`config.mk`:
```
export PLATFORM = sky130hd
export DESIGN_NAME = byte_stuffing_framer
export DESIGN_NICKNAME = d
export VERILOG_FILES = /design/src/design/bsf_pkg.sv /design/src/design/byte_stuffing_framer.sv /design/src/design/bsf_front.sv /design/src/design/bsf_fifo.sv /design/src/design/bsf_back.sv
export VERILOG_INCLUDE_DIRS = /design/src /design/src/design
export SDC_FILE = /design/constraint.sdc
export NUM_CORES = 1
export LEC_CHECK = 0
export BUFFER_PORTS_ARGS = -buffer_cell sky130_fd_sc_hd__buf_2
export CORE_MARGIN = 2
export CORE_UTILIZATION = 35
export CTS_CLUSTER_SIZE = 12
export DETAILED_ROUTE_END_ITERATION = 12
export GPL_ROUTABILITY_DRIVEN = 0
export GPL_TIMING_DRIVEN = 0
export RECOVER_POWER = 100
export SYNTH_ARGS = -nofsm -noshare
export SYNTH_HDL_FRONTEND = slang
export SYNTH_SLANG_ARGS = --single-unit
```
`constraint.sdc`:
```
create_clock -name clk_i -period 2.42 [get_ports clk_i]
set_clock_uncertainty 0.15 [all_clocks]
set_input_delay 0.242 -clock clk_i [delete_from_list [all_inputs] [get_ports clk_i]]
set_output_delay 0.242 -clock clk_i [all_outputs]
set_load 0.02 [all_outputs]
```
`src/design/byte_stuffing_framer_assert.svh`:
```
// Assertion macros shared by the framer modules.
`ifndef BYTE_STUFFING_FRAMER_ASSERT_SVH
`define BYTE_STUFFING_FRAMER_ASSERT_SVH

// A property that must hold in the same cycle, checked outside reset.
`define BSF_ASSERT_NOW(lbl, clk, rstn, prop) \
  lbl: assert property (@(posedge clk) disable iff (!rstn) (prop)) \
    else $error("byte stuffing framer: check failed");

// A consequence that must hold in the cycle after its cause.
`define BSF_ASSERT_NEXT(lbl, clk, rstn, ante, cons) \
  lbl: assert property (@(posedge clk) disable iff (!rstn) (ante) |=> (cons)) \
    else $error("byte stuffing framer: check failed");

`endif

```
`src/design/bsf_pkg.sv`:
```
package bsf_pkg;

  localparam logic [7:0] FrameFlag  = 8'h7E;
  localparam logic [7:0] CtrlEscape = 8'h7D;
  localparam logic [7:0] EscapeXor  = 8'h20;

  localparam int unsigned FifoDepthDefault = 2;

  // One classified input beat: data is already transformed when esc is set.
  typedef struct packed {
    logic [7:0] data;
    logic       esc;
    logic       first;
    logic       last;
  } bsf_desc_t;

endpackage

```
`src/design/byte_stuffing_framer.sv`:
```
// Channel   Direction  Handshake                 Beat payload
// input     in         in_valid_i / in_stall_o   data_byte_i, frame_first_i, frame_last_i
// output    out        out_valid_o / out_stall_i out_byte_o, run_end_o
//
// An input beat gives 1-4 output beats; the emitter sends one byte per cycle unless stalled.
// Input beats are taken every cycle while the descriptor queue has room (FifoDepth entries).
// With the emitter idle, an accepted beat is first written into the descriptor queue, and its
// first byte is then registered into the output register from the queue head.
// Reset clears the queue pointers, the pending run and the output valid; there is no clearing pass.
// A stalled output holds the emitter; the queue keeps taking input beats until it fills.
`include "byte_stuffing_framer_assert.svh"

module byte_stuffing_framer
  import bsf_pkg::*;
#(
  parameter int unsigned FifoDepth = FifoDepthDefault
) (
  input  logic       clk_i,
  input  logic       rst_ni,
  input  logic       in_valid_i,
  output logic       in_stall_o,
  input  logic [7:0] data_byte_i,
  input  logic       frame_first_i,
  input  logic       frame_last_i,
  output logic       out_valid_o,
  input  logic       out_stall_i,
  output logic [7:0] out_byte_o,
  output logic       run_end_o
);

  bsf_desc_t in_desc, head_desc;
  logic      fifo_full, fifo_empty, fifo_pop, fifo_push;

  assign in_stall_o = fifo_full;
  assign fifo_push  = in_valid_i && !fifo_full;

  bsf_front u_front (
    .data_byte_i   (data_byte_i),
    .frame_first_i (frame_first_i),
    .frame_last_i  (frame_last_i),
    .desc_o        (in_desc)
  );

  bsf_fifo #(
    .Depth (FifoDepth)
  ) u_fifo (
    .clk_i   (clk_i),
    .rst_ni  (rst_ni),
    .push_i  (fifo_push),
    .wdata_i (in_desc),
    .full_o  (fifo_full),
    .pop_i   (fifo_pop),
    .rdata_o (head_desc),
    .empty_o (fifo_empty)
  );

  bsf_back u_back (
    .clk_i       (clk_i),
    .rst_ni      (rst_ni),
    .head_i      (head_desc),
    .empty_i     (fifo_empty),
    .pop_o       (fifo_pop),
    .out_valid_o (out_valid_o),
    .out_stall_i (out_stall_i),
    .out_byte_o  (out_byte_o),
    .run_end_o   (run_end_o)
  );

endmodule

```
`src/design/bsf_front.sv`:
```
module bsf_front
  import bsf_pkg::*;
(
  input  logic [7:0] data_byte_i,
  input  logic       frame_first_i,
  input  logic       frame_last_i,
  output bsf_desc_t  desc_o
);

  logic needs_esc;

  assign needs_esc = (data_byte_i == FrameFlag) || (data_byte_i == CtrlEscape);

  always_comb begin
    desc_o.esc   = needs_esc;
    desc_o.data  = needs_esc ? (data_byte_i ^ EscapeXor) : data_byte_i;
    desc_o.first = frame_first_i;
    desc_o.last  = frame_last_i;
  end

endmodule

```
`src/design/bsf_fifo.sv`:
```
`include "byte_stuffing_framer_assert.svh"

module bsf_fifo
  import bsf_pkg::*;
#(
  parameter int unsigned Depth = FifoDepthDefault
) (
  input  logic      clk_i,
  input  logic      rst_ni,
  input  logic      push_i,
  input  bsf_desc_t wdata_i,
  output logic      full_o,
  input  logic      pop_i,
  output bsf_desc_t rdata_o,
  output logic      empty_o
);

  localparam int unsigned AW = (Depth > 1) ? $clog2(Depth) : 1;
  localparam int unsigned CW = $clog2(Depth + 1);

  bsf_desc_t         mem_q [Depth];
  logic [AW-1:0]     wr_ptr_q, wr_ptr_d;
  logic [AW-1:0]     rd_ptr_q, rd_ptr_d;
  logic [CW-1:0]     count_q, count_d;

  assign full_o  = (count_q == CW'(Depth));
  assign empty_o = (count_q == '0);
  assign rdata_o = mem_q[rd_ptr_q];

  always_comb begin
    wr_ptr_d = wr_ptr_q;
    rd_ptr_d = rd_ptr_q;
    count_d  = count_q;
    if (push_i) begin
      wr_ptr_d = (wr_ptr_q == AW'(Depth - 1)) ? '0 : wr_ptr_q + 1'b1;
    end
    if (pop_i) begin
      rd_ptr_d = (rd_ptr_q == AW'(Depth - 1)) ? '0 : rd_ptr_q + 1'b1;
    end
    if (push_i && !pop_i) begin
      count_d = count_q + 1'b1;
    end else if (pop_i && !push_i) begin
      count_d = count_q - 1'b1;
    end
  end

  always_ff @(posedge clk_i or negedge rst_ni) begin
    if (!rst_ni) begin
      wr_ptr_q <= '0;
      rd_ptr_q <= '0;
      count_q  <= '0;
    end else begin
      wr_ptr_q <= wr_ptr_d;
      rd_ptr_q <= rd_ptr_d;
      count_q  <= count_d;
    end
  end

  always_ff @(posedge clk_i) begin
    if (push_i) begin
      mem_q[wr_ptr_q] <= wdata_i;
    end
  end

  `BSF_ASSERT_NOW(a_count_bound, clk_i, rst_ni, count_q <= CW'(Depth))
  `BSF_ASSERT_NOW(a_pop_nonempty, clk_i, rst_ni, !pop_i || !empty_o)
  `BSF_ASSERT_NEXT(a_push_grows, clk_i, rst_ni, push_i && !pop_i,
                   count_q == $past(count_q) + 1'b1)

endmodule

```
`src/design/bsf_back.sv`:
```
`include "byte_stuffing_framer_assert.svh"

module bsf_back
  import bsf_pkg::*;
(
  input  logic       clk_i,
  input  logic       rst_ni,
  input  bsf_desc_t  head_i,
  input  logic       empty_i,
  output logic       pop_o,
  output logic       out_valid_o,
  input  logic       out_stall_i,
  output logic [7:0] out_byte_o,
  output logic       run_end_o
);

  typedef struct packed {
    logic open;
    logic esc;
    logic data;
    logic close;
  } bsf_pend_t;

  bsf_pend_t  pend_q, pend_d;
  bsf_pend_t  src_pend, rem_pend;
  logic [7:0] cur_data_q, cur_data_d;
  logic [7:0] src_data, next_byte;
  logic       cur_active, have_work, advance;
  logic       out_valid_q, out_valid_d;
  logic [7:0] out_byte_q, out_byte_d;
  logic       run_end_q, run_end_d;

  assign cur_active = |pend_q;
  assign have_work  = cur_active || !empty_i;
  assign advance    = have_work && (!out_valid_q || !out_stall_i);
  assign pop_o      = advance && !cur_active;

  always_comb begin
    if (cur_active) begin
      src_pend = pend_q;
      src_data = cur_data_q;
    end else begin
      src_pend = '{open: head_i.first, esc: head_i.esc, data: 1'b1, close: head_i.last};
      src_data = head_i.data;
    end
    rem_pend = src_pend;
    if (src_pend.open) begin
      next_byte     = FrameFlag;
      rem_pend.open = 1'b0;
    end else if (src_pend.esc) begin
      next_byte    = CtrlEscape;
      rem_pend.esc = 1'b0;
    end else if (src_pend.data) begin
      next_byte     = src_data;
      rem_pend.data = 1'b0;
    end else begin
      next_byte      = FrameFlag;
      rem_pend.close = 1'b0;
    end
  end

  always_comb begin
    pend_d      = pend_q;
    cur_data_d  = cur_data_q;
    out_valid_d = out_valid_q && out_stall_i;
    out_byte_d  = out_byte_q;
    run_end_d   = run_end_q;
    if (advance) begin
      pend_d      = rem_pend;
      cur_data_d  = src_data;
      out_valid_d = 1'b1;
      out_byte_d  = next_byte;
      run_end_d   = (rem_pend == '0);
    end
  end

  always_ff @(posedge clk_i or negedge rst_ni) begin
    if (!rst_ni) begin
      pend_q      <= '0;
      out_valid_q <= 1'b0;
    end else begin
      pend_q      <= pend_d;
      out_valid_q <= out_valid_d;
    end
  end

  always_ff @(posedge clk_i) begin
    cur_data_q <= cur_data_d;
    out_byte_q <= out_byte_d;
    run_end_q  <= run_end_d;
  end

  assign out_valid_o = out_valid_q;
  assign out_byte_o  = out_byte_q;
  assign run_end_o   = run_end_q;

  `BSF_ASSERT_NOW(a_rest_behind_open_run, clk_i, rst_ni,
                  !cur_active || (out_valid_q && !run_end_q))
  `BSF_ASSERT_NEXT(a_run_continues, clk_i, rst_ni,
                   out_valid_q && !out_stall_i && !run_end_q, out_valid_q)
  `BSF_ASSERT_NOW(a_pop_when_idle, clk_i, rst_ni, !pop_o || !cur_active)

endmodule
```
# After elaboration in Yosys (flattened, before gate mapping)
# Memories as Yosys holds them, arrays and structs flattened.
# Cells that the tools add are included.
[totals]
mem_bits_rw = 22
inputBits = 14
mem_count = 1
out_inout_bits = 11
ff_bits = 25
elab_cells = 57
[classes]
bitwise_logic = 2
n_eq_ne = 3
reduce_logical = 21
addsub = 4
muxes = 15
[memory_table]
columns = ["name", "depth", "width", "read_ports", "rd_ports_with_merged_regs", "write_ports", "line_no", "text"]
rows = [
  ["u_fifo.mem_q", 2, 11, 1, 0, 1, "bsf_fifo.sv:21", "bsf_desc_t mem_q [Depth];"],
]
[op_table]
columns = ["op", "count"]
rows = [
  ["== test 8 x 7 -> 1 bit, second input constant", 2],
  ["two-way mux 2 bit", 5],
  ["two-way mux 8 bit", 1],
  ["zero test 1 bit", 7],
  ["logical AND 1 bit", 6],
  ["two-way mux 1 bit", 6],
  ["two-way mux 6 bit", 1],
  ["OR reduction 3 bit", 2],
  ["zero test 4 bit", 1],
  ["two-way mux 4 bit", 1],
  ["logical OR 1 bit", 3],
  ["two-way mux 3 bit", 1],
  ["adder 1 bit, second input constant", 2],
  ["adder 2 x 1 -> 2 bit, second input constant", 1],
  ["== test 2 bit, second input constant", 1],
  ["zero test 2 bit", 1],
  ["NOT 1 bit", 2],
  ["nonzero test 2 bit", 1],
  ["subtractor 2 x 1 -> 2 bit, second input constant", 1],
]

# Depth between registers and ports, before layout
[depth]
ltp_word = 8
depth_mapped = 8
depth_no_buf = 7

# By module
# A second synthesis with hierarchy kept.
[hier_totals]
hier_cells = 135
area_unflattened_um2 = 2142.1
[by_module_without_submodules]
columns = ["mod", "seq_area_each_um2", "instances", "cells_per_inst", "area_per_inst_um2"]
rows = [
  ["bsf_fifo", 760.7, 1, 50, 1016.0],
  ["bsf_back", 610.6, 1, 69, 999.7],
  ["bsf_front", 0.0, 1, 15, 112.6],
  ["byte_stuffing_framer", 0.0, 1, 1, 13.8],
]

# Worst setup path after synthesis
# OpenSTA, ideal clock, no wires.
[synth_timing]
kind = "reg-to-reg"
start = "register u_back.out_valid_q, in the netlist u_back.out_valid_o"
end = "register u_fifo.count_q[1]"
setup_slack_ns = 0.074
path_buffers = 0
arrival_ns = 2.117
period_less_slack_ns = 2.346
required_time_ns = 2.191
setup_time_ns = 0.079
path_stages_with_launch = 8
path_cell_list = "dfrtp_1 -> and2_0 -> a21oi_2 -> nand2_1 -> ha_1 -> xor2_1 -> nor2_1 -> xor2_1"
[synth_between]
elab_chain_len = 7
elab_cells_between_ends = 9
classes_between = "1 x mux; 8 x reduce/logical"
[synth_rtl]
columns = ["item", "line_no", "text"]
rows = [
  ["start, declared", "bsf_back.sv:29", "logic out_valid_q, out_valid_d;"],
  ["start signal, assigned", "bsf_back.sv:83", "out_valid_q <= out_valid_d;"],
  ["zero test 1 bit (*)", "bsf_back.sv:35", "assign advance = have_work && (!out_valid_q || !out_stall_i);"],
  ["logical OR 1 bit (*)", "bsf_back.sv:35", ""],
  ["logical AND 1 bit (*)", "bsf_back.sv:35", ""],
  ["via u_back.advance", "bsf_back.sv:28", "logic cur_active, have_work, advance;"],
  ["logical AND 1 bit (*)", "bsf_back.sv:36", "assign pop_o = advance && !cur_active;"],
  ["zero test 1 bit", "bsf_fifo.sv:40", "if (push_i && !pop_i) begin"],
  ["logical AND 1 bit", "bsf_fifo.sv:40", ""],
  ["two-way mux 2 bit or nonzero test 2 bit (tied branches)", "--", ""],
  ["end signal, assigned", "bsf_fifo.sv:55", "count_q <= count_d;"],
  ["end, declared", "bsf_fifo.sv:24", "logic [CW-1:0] count_q, count_d;"],
]
# Mark *: on every way through the listed nets, which the timed path passes. The rest lies on a longest branch.
# A chain may end at the register's enable or synchronous reset.

# Worst setup path after layout
[layout_timing]
start = "register u_back.pend_q[1] (netlist name)"
end = "register u_fifo.count_q[1]"
[layout_between]
elab_chain_len = 7
elab_cells_between_ends = 10
classes_between = "1 x mux; 9 x reduce/logical"
[layout_rtl]
columns = ["item", "line_no", "text"]
rows = [
  ["start, declared", "bsf_back.sv:24", "bsf_pend_t pend_q, pend_d;"],
  ["start signal, assigned", "bsf_back.sv:82", "pend_q <= pend_d;"],
  ["OR reduction 3 bit (*)", "bsf_back.sv:33", "assign cur_active = |pend_q;"],
  ["logical OR 1 bit (*)", "bsf_back.sv:34", "assign have_work = cur_active || !empty_i;"],
  ["logical AND 1 bit (*)", "bsf_back.sv:35", ""],
  ["via u_back.advance", "bsf_back.sv:28", ""],
  ["logical AND 1 bit (*)", "bsf_back.sv:36", ""],
  ["zero test 1 bit", "bsf_fifo.sv:40", ""],
  ["logical AND 1 bit", "bsf_fifo.sv:40", ""],
  ["two-way mux 2 bit or nonzero test 2 bit (tied branches)", "--", ""],
]
# Marked as above.

==> flow_summary.toml <==
[run_status]
outcome = "completed"

[pwr]
power_w = 0.00311
ir_drop_uv = 454
powerDensity_nw_per_um2 = 1310
total_leakage_power_nw = 0.862

[clock_network]
cts.sinks = 47
cts_made_buffers = 5
cts_tree = "done"
path_clk_slew_ns = 0.08
clockBufferDepth = 2
clk_latency_ns = 0.30
cts-root-buf = "clkbuf_8"
h-tree-depth = 2
post-cts-setup-buffers = 0

[hold_path]
hold_end = "u_fifo.mem_q[1][3]"
hp-start = "data_byte_i[0]"
hold-path-cell-count = 1
hold_class = "in2reg"

[worst_setup_path]
crit_fanout = 11
worstSetupPathType = "reg2reg"
cp-end-kind = "flop"
reg2reg_depth = 7
rrSetupSlack_ns = 0.28
rr_endpoint = "u_fifo.count_q[1]"
required_ns = 2.50
start_kind = "flop"
arrival_ns = 2.22
reg2reg_from = "u_back.pend_q[1]"

[final_layout]
final_cell_mix = "edfxtp_1, clkbuf_1, mux2i_1"
fill_cells = 545
drive_gt1_share_pct = 9.94
final_common_cell = "edfxtp_1"
layout.nets = 195
area_growth_pct = 16.0
antennaDiodeCount = 0

[logic_synthesis]
ys_seq_elements = 47
synth_fp_nets = 155
yosys.area.top_type = "edfxtp_1"
synth.distinct_cells = 35
netlist_area_um2 = 2050
synth.avg_cell_area_um2 = 14.6
ys_async_sr_fraction_pct = 17.0
ys_top_cells_by_area = "edfxtp_1, dfrtp_1, mux2i_1"
synthFlopType = "edfxtp_1"
yosysTopAreaCellShare_pct = 57.2
synth-edff-count = 39
seq_area_frac_synth_pct = 67.0
synthCells = 140
yosysWarnings = 0

[die]
die_x_um = 80.5
num_rows = 27
core-area_um2 = 5570
start_util_pct = 36.7
ioPinCount = 25
die_y_um = 80.5
die-area_um2 = 6480

[sta]
slew_headroom_pct = 33.7
hold_viol = 0
hold_ws_ns = 0.0578
tns_ns = 0
rsz0062_at_grt = "no"
setup_viol = 0
final_max_slew_viol_count = 0
worstMarginPinSlew_ns = 0.995
fin_crit_ns = 2.14
max_freq_mhz = 466
min_period_over_period_pct = 88.6

[drt]
num_vias = 1176
wl_um = 3340
final_antenna_net_count = 0
drt_iter0_drc = 68
routedWlPerCell_um = 13.2
drc = 0
viasPerCell = 4.65
drt_first_pass_iters = 4

[global_route]
grt_pass1_wl_um = 5330
grt_usage_pct = 11.3
antenna_found_initial = 0
grt_pass1_vias = 1149
gr-total-overflow = 0
grt_max_degree = 22

[run]
drv_cap = 0

[place]
port_buffers = 24
hpwl_um = 2320
-- worst max path at each step --
stage / start / end / cells after the start
5_1_grt: u_back.pend_q[1] / u_fifo.count_q[1] / 7
4_1_cts: u_back.out_valid_o / u_fifo.count_q[1] / 6
2_1_floorplan: u_back.out_valid_o / u_fifo.count_q[1] / 7
3_5_place_dp: u_back.pend_q[2] / u_fifo.count_q[1] / 7
3_3_place_gp: u_back.pend_q[2] / u_fifo.count_q[1] / 8
6_report: u_back.pend_q[1] / u_fifo.count_q[1] / 7
-- state kept, by name, summed over array words and instances, names as in the netlist --
register            flops
u_back.out_byte_o       8
u_fifo.wr_ptr_q         1
u_back.cur_data_q       8
u_fifo.rd_ptr_q         1
u_back.pend_q           3
u_back.run_end_o        1
u_fifo.mem_q           22
u_back.out_valid_o      1
u_fifo.count_q          2
-- area by class of cell --
class	count	area, µm²	share of cell area [%]
clock buffer	6	72.6	3.06
tap	72	90.1	3.80
timing repair buffer	32	174	7.33
inverter	3	11.3	0.474
sequential	47	1370	57.8
buffer	6	42.5	1.79
clock inverter	2	7.51	0.316
multi-input combinational	85	604	25.5
-- stage by stage --
step	setup WS [ns]	area, µm²	utilization, %	cells
after floorplan	0.0738	2050	-	140
after global placement	-0.128	2260	40.5	236
after detailed placement	-0.183	2260	40.5	236
after CTS	0.145	2410	43.3	251
after global routing	0.129	2370	42.6	253
final	0.275	2370	42.6	253
-- cell families (layout without fill, tap and decap cells) --
kind of cell / Yosys count / count (layout) / synth area share (%)
adder cells (fa/ha/maj): 1 / 1 / 0.611
AO/OA/AOI/OAI: 27 / 28 / 8.80
multiplexers: 11 / 11 / 5.99
XOR/XNOR: 6 / 6 / 2.57
buffers and inverters: 9 / 49 / 3.18
flip-flops: 47 / 47 / 67.0
AND/OR/NAND/NOR: 39 / 39 / 11.9
-- Yosys cell counts, types with 3 or more instances --
master,instances
o21ai_0,7
xnor2_1,4
a2bb2oi_1,5
a21oi_1,6
nand2_1,9
mux2i_1,10
nor2_1,9
buf_6,3
dfrtp_1,8
inv_1,3
nor3_1,3
nand2b_1,7
edfxtp_1,39
-- metal layers --
metal  global-route usage [%]  wire length (µm)
met5                        0                 0
met4                     6.61                77
met3                     3.71               185
met2                     17.9              1570
met1                     13.4              1510
-- power by group --
group	internal [W]	switching [W]
sequential	0.00129	0.000131
clock	0.000197	0.000236
combinational	0.000498	0.000760
total	0.00198	0.00113
-- critical path, stage by stage, from the launching register on --
cell     delay [ns]
dfrtp_1        0.38
buf_6          0.14
nor3_4         0.46
a21oi_4        0.21
nand2_1        0.17
ha_1           0.27
nor2_1         0.14
xor2_1         0.15
-- repair_timing --
item,4_1_cts,5_1_grt
gates resized for setup,1,0
hold endpoints to repair,20,2
setup endpoints to repair,2,1
gates cloned,0,1
pin swaps,0,1
hold buffers,7,1
Note: power is estimated with default switching activity, not from simulation.
